$ cat config.mk
export PLATFORM = sky130hd
export DESIGN_NAME = ckrs_ctrl
export DESIGN_NICKNAME = d
export VERILOG_FILES = /design/src/rtl/core/ckrs_pkg.sv /design/src/rtl/core/ckrs_ctrl.sv
export SDC_FILE = /design/constraint.sdc
export NUM_CORES = 1
export LEC_CHECK = 0
export ABC_AREA = 1
export BUFFER_PORTS_ARGS = -buffer_cell sky130_fd_sc_hd__buf_4
export CORE_AREA = 2 2 39 41
export CTS_CLUSTER_DIAMETER = 200
export DETAILED_ROUTE_END_ITERATION = 7
export DIE_AREA = 0 0 41 43
export PLACE_DENSITY_LB_ADDON = 0.05
export SLEW_MARGIN = 20
export SYNTH_ARGS = -nofsm -noshare
export SYNTH_HDL_FRONTEND = slang
export SYNTH_SLANG_ARGS = --single-unit
$ cat constraint.sdc
create_clock -name clock -period 1.67 [get_ports clock]
set_input_delay 0.167 -clock clock [delete_from_list [all_inputs] [get_ports clock]]
set_output_delay 0.167 -clock clock [all_outputs]
set_load 0.01 [all_outputs]
$ cat src/rtl/core/ckrs_pkg.sv
`timescale 1ns / 1ps

package ckrs_pkg;

   // Defaults for the top-level parameters
   localparam int DEF_MAX_PIXELS = 65536;
   localparam int DEF_MAX_SIDE   = 256;

   // Fixed field widths
   localparam int PIX_IDX_W   = 16;
   localparam int COLOR_W     = 8;
   localparam int EDGE_W      = 16;
   localparam int DIM_W       = 9;
   localparam int COORD_OUT_W = 9;
   localparam int REQ_DATA_W  = 104;
   localparam int RSP_DATA_W  = 24;

   // Key colour: magenta
   localparam logic [COLOR_W-1:0] KEY_RED   = 8'hFF;
   localparam logic [COLOR_W-1:0] KEY_GREEN = 8'h00;
   localparam logic [COLOR_W-1:0] KEY_BLUE  = 8'hFF;

   localparam logic [COORD_OUT_W-1:0] NO_HIT_COORD = 9'h1FF;
   localparam logic [DIM_W-1:0]       DIM_RESET    = 9'd256;

   typedef enum logic {
      OP_WRITE = 1'b0,
      OP_QUERY = 1'b1
   } op_type;

   typedef enum logic [0:0] {
      REG_IMAGE_WIDTH  = 1'b0,
      REG_IMAGE_HEIGHT = 1'b1
   } reg_index_type;

   typedef enum logic [2:0] {
      ST_IDLE,
      ST_CLAMP,
      ST_SETUP,
      ST_SCAN,
      ST_RESP
   } state_type;

   // Controller -> datapath
   typedef struct packed {
      logic write;     // store one pixel from the request
      logic capture;   // latch query rectangle
      logic clamp;     // clamp rectangle, preset miss result
      logic setup;     // load scan position and row base
      logic step;      // issue next read / check returned bit
      logic load_rsp;  // move result into the output register
   } cmd_type;

   // Datapath -> controller
   typedef struct packed {
      logic empty;     // clamped area holds no pixel
      logic done;      // scan finished (hit found or last pixel checked)
      logic rsp_free;  // output register can take a result this cycle
   } sts_type;

endpackage

$ cat src/rtl/core/ckrs_ctrl.sv
`timescale 1ns / 1ps

module ckrs_ctrl
   import ckrs_pkg::*;
(
   input  logic    clock,
   input  logic    reset,
   input  logic    req_tvalid,
   input  logic    req_op,
   output logic    req_tready,
   input  sts_type sts,
   output cmd_type cmd
);

   state_type state_ff;
   state_type state_in;

   always_ff @(posedge clock) begin
      if (reset) begin
         state_ff <= ST_IDLE;
      end else begin
         state_ff <= state_in;
      end
   end

   // Next state
   always_comb begin
      state_in = state_ff;
      unique case (state_ff)
         ST_IDLE: begin
            if (req_tvalid && (req_op == OP_QUERY)) begin
               state_in = ST_CLAMP;
            end
         end
         ST_CLAMP: begin
            state_in = ST_SETUP;
         end
         ST_SETUP: begin
            state_in = sts.empty ? ST_RESP : ST_SCAN;
         end
         ST_SCAN: begin
            if (sts.done) begin
               state_in = ST_RESP;
            end
         end
         ST_RESP: begin
            if (sts.rsp_free) begin
               state_in = ST_IDLE;
            end
         end
         default: begin
            state_in = ST_IDLE;
         end
      endcase
   end

   // Outputs
   always_comb begin
      cmd        = '0;
      req_tready = 1'b0;
      unique case (state_ff)
         ST_IDLE: begin
            req_tready  = 1'b1;
            cmd.write   = req_tvalid && (req_op == OP_WRITE);
            cmd.capture = req_tvalid && (req_op == OP_QUERY);
         end
         ST_CLAMP: begin
            cmd.clamp = 1'b1;
         end
         ST_SETUP: begin
            cmd.setup = 1'b1;
         end
         ST_SCAN: begin
            cmd.step = 1'b1;
         end
         ST_RESP: begin
            cmd.load_rsp = sts.rsp_free;
         end
         default: begin
            cmd = '0;
         end
      endcase
   end

endmodule

==> run_summary.xml <==
<?xml version="1.0" encoding="UTF-8"?>
<metrics>
  <group name="finish">
    <metric name="registers.top_by_ff_count" unit="">state_ff</metric>
    <metric name="largest_register_ffs" unit="">3</metric>
    <metric name="postLayoutCellArea" unit="um^2">374</metric>
    <metric name="syn2layout_area_growth" unit="%">62.5</metric>
    <metric name="reg_top3" unit="">state_ff: 3 flops</metric>
    <metric name="n_antenna_cell" unit="">0</metric>
    <metric name="layout.cells.non_filler" unit="">72</metric>
    <metric name="final_net_count" unit="">64</metric>
    <metric name="final_layout_size_suffix_gt1_share" unit="%">41.1</metric>
  </group>
  <group name="pwr">
    <metric name="p_leak" unit="uW">0.000201</metric>
    <metric name="clock_power_share" unit="%">20.5</metric>
    <metric name="power_density" unit="mW/mm^2">1620</metric>
    <metric name="total_switching_power" unit="uW">268</metric>
    <metric name="power.sequential.fraction" unit="%">23.4</metric>
    <metric name="combinationalPowerShare" unit="%">56.1</metric>
    <metric name="internal_power_contribution" unit="uW">337</metric>
    <metric name="p_sw_share" unit="%">44.3</metric>
    <metric name="irDropWorstVdd" unit="uV">329</metric>
    <metric name="finalPower" unit="uW">605</metric>
  </group>
  <group name="timing">
    <metric name="layout_worst_path_cycle_share" unit="%">83.8</metric>
    <metric name="finalHoldViolations" unit="">0</metric>
    <metric name="period_minus_slack" unit="ns">1.40</metric>
    <metric name="finalSetupViolations" unit="">0</metric>
    <metric name="worst_slew_pin_slew" unit="ns">0.232</metric>
    <metric name="skew" unit="ns">0.00287</metric>
    <metric name="slew_headroom" unit="%">84.4</metric>
    <metric name="whs" unit="ns">0.101</metric>
    <metric name="final-max-slew-violation-count" unit="">0</metric>
    <metric name="fmax" unit="MHz">714</metric>
    <metric name="grt_setup_unrepaired" unit="">no</metric>
    <metric name="setup-tns-final" unit="ns">0</metric>
  </group>
  <group name="clock_network">
    <metric name="holdBufCountCts" unit="">0</metric>
    <metric name="post_cts.resized_instances" unit="">0</metric>
    <metric name="ctsHtreeMaxLevel" unit="">1</metric>
    <metric name="cts_post_setup_buffers_inserted" unit="">0</metric>
    <metric name="clock_latency" unit="ns">0.23</metric>
    <metric name="clock_tree.root_cell" unit="">clkbuf_4</metric>
    <metric name="cts_tree" unit="">done</metric>
    <metric name="clock_path_buffers" unit="">2</metric>
    <metric name="clock_sinks" unit="">3</metric>
    <metric name="cts_buffers" unit="">3</metric>
    <metric name="path_clk_slew" unit="ns">0.04</metric>
  </group>
  <group name="route">
    <metric name="drt_drc_violations_left" unit="">0</metric>
    <metric name="detail_route.wl_per_cell" unit="um">8.74</metric>
    <metric name="detailedRoute.firstIterationViolations" unit="">7</metric>
    <metric name="dr_total_vias" unit="">283</metric>
    <metric name="wirelength_routed" unit="um">629</metric>
    <metric name="viasPerCell" unit="">3.93</metric>
    <metric name="drt_pre_antenna_iters" unit="">4</metric>
    <metric name="antenna_violating_nets_post_route" unit="">0</metric>
  </group>
  <group name="global_route">
    <metric name="grt_overflow_total" unit="">0</metric>
    <metric name="maximum_number_of_pins_on_one_net_before_global_route_repair" unit="">6</metric>
    <metric name="first_pass_grt_wire_length" unit="um">1060</metric>
    <metric name="antenna_violations_before_repair" unit="">0</metric>
    <metric name="grt.total_usage" unit="%">9.44</metric>
    <metric name="number_of_global_route_vias_before_repair" unit="">273</metric>
  </group>
  <group name="synth">
    <metric name="summed_instance_area_of_the_synthesized_netlist" unit="um^2">230</metric>
    <metric name="async_flop_share" unit="%">0</metric>
    <metric name="ys_ff_latch" unit="">3</metric>
    <metric name="synth_cell_types" unit="">13</metric>
    <metric name="synthTopCellsByCount" unit="">nand2_1, inv_1, nor2_1</metric>
    <metric name="netlist_instances" unit="">39</metric>
    <metric name="synthMostInstantiatedCell" unit="">nand2_1</metric>
    <metric name="synth_top_area_cell" unit="">dfxtp_1</metric>
    <metric name="yosysWarningCount" unit="">0</metric>
    <metric name="share_of_synthesized_area_occupied_by_flip_flops_and_latches" unit="%">26.1</metric>
    <metric name="synthesis.area_per_instance" unit="um^2">5.90</metric>
    <metric name="synthFlopType" unit="">dfxtp_1</metric>
    <metric name="yosys.area.top_type_share" unit="%">26.1</metric>
    <metric name="synthesis.nets" unit="">46</metric>
    <metric name="synth-edff-count" unit="">0</metric>
    <metric name="ys_top_cells_by_area" unit="">dfxtp_1, nand2_1, inv_1, nor2_1, a21oi_1</metric>
  </group>
  <group name="die">
    <metric name="core" unit="mm^2">0.00138</metric>
    <metric name="die_width" unit="um">41</metric>
    <metric name="initial_core_util" unit="%">16.6</metric>
    <metric name="die_area" unit="mm^2">0.00176</metric>
    <metric name="chipHeight" unit="um">43</metric>
    <metric name="row_count" unit="">14</metric>
    <metric name="design.portCount" unit="">14</metric>
  </group>
  <group name="hold_path">
    <metric name="worst_hold_path_type" unit="">primary input to flip-flop</metric>
  </group>
  <group name="place">
    <metric name="placedCellCount" unit="">68</metric>
    <metric name="post_dp_cell_area" unit="um^2">348</metric>
    <metric name="hpwlAfterDp" unit="um">545</metric>
    <metric name="placement.io_buffers" unit="">13</metric>
    <metric name="globalplace.congestion" unit="">0.720</metric>
  </group>
  <group name="critical_path">
    <metric name="crit_path_start_kind" unit="">flip-flop</metric>
    <metric name="worst-endpoint-required" unit="ns">1.50</metric>
    <metric name="arrival" unit="ns">1.23</metric>
    <metric name="crit_path_end_kind" unit="">output port</metric>
    <metric name="critical_path_class" unit="">flip-flop to output port</metric>
    <metric name="critical_path_peak_fanout" unit="">5</metric>
  </group>
  <group name="flow_run">
    <metric name="drv.max_cap_violation_count" unit="">0</metric>
  </group>
  <group name="outcome">
    <metric name="result_of_the_run" unit="">completed</metric>
  </group>
</metrics>
==> path summary, 6_finish.rpt <==
kind                            depth (start not counted)  slack, ns   startpoint           to
worst max register to register                          5       0.65  state_ff[1]  state_ff[2]
worst min-delay path                                    2       0.10        reset  state_ff[1]
worst min register to register                          2       0.58  state_ff[0]  state_ff[1]
worst max-delay path                                    6       0.27  state_ff[1]       cmd[5]
==> critical path, stage by stage (launching register included) <==
cell and delay, ns:
dfxtp_1 0.35, nor2_1 0.19, nand2_1 0.09, inv_1 0.10, nand2_1 0.05, nor2_1 0.09, buf_4 0.13
==> power groups by stage <==
stage	Combinational (uW)	Clock, uW	Sequential [uW]
finish	340	124	141
global route	388	146	144
CTS	346	131	142
detailed placement	345	0	144
global placement	340	0	145
floorplan	218	0	135
==> final cells by class <==
| class | count | area (um^2) |
|---|---|---|
| clock buffers | 4 | 26.3 |
| fillers | 164 | 1010 |
| inverters | 9 | 33.8 |
| multi-input cells | 27 | 136 |
| flip-flops and latches | 3 | 60.1 |
| well taps | 16 | 20.0 |
| repair buffers | 13 | 97.6 |
==> layout by cell type, fill, tap and decap left out <==
cell      count
a21oi_1       3
a21oi_2       1
buf_4        13
clkbuf_1      1
clkbuf_4      3
dfxtp_1       3
inv_1         7
inv_2         2
nand2_1       9
nand3_1       3
nand3_2       1
nand4_1       1
nor2_1        5
nor2_2        2
nor3_2        1
nor4_1        1
==> routing by layer <==
metal / vias to the layer above / global-route usage [%] / part of all wire, % / routed length, um
met2: 8 / 13.8 / 55 / 348
li1: 156 / - / - / -
met3: 0 / 6.28 / 5.6 / 35
met1: 119 / 9.32 / 39 / 245
met5: - / 0 / 0 / 0
met4: 0 / 6.00 / 0 / 0
==> logic make-up after synthesis <==
group | share of synthesized area, %
buffers and inverters | 14.7
DFF | 26.1
and+or+nand+nor | 48.9
AOI/OAI and AO/OA | 10.3
==> through the flow <==
step / setup slack (ns) / util (%)
after global placement: 0.529 / 25.1
after detailed placement: 0.516 / 25.1
after floorplan: 0.585 / -
after CTS: 0.253 / 27.0
after global routing: 0.0672 / 27.0
final: 0.270 / 27.0
Note: power is estimated with default switching activity, not from simulation.
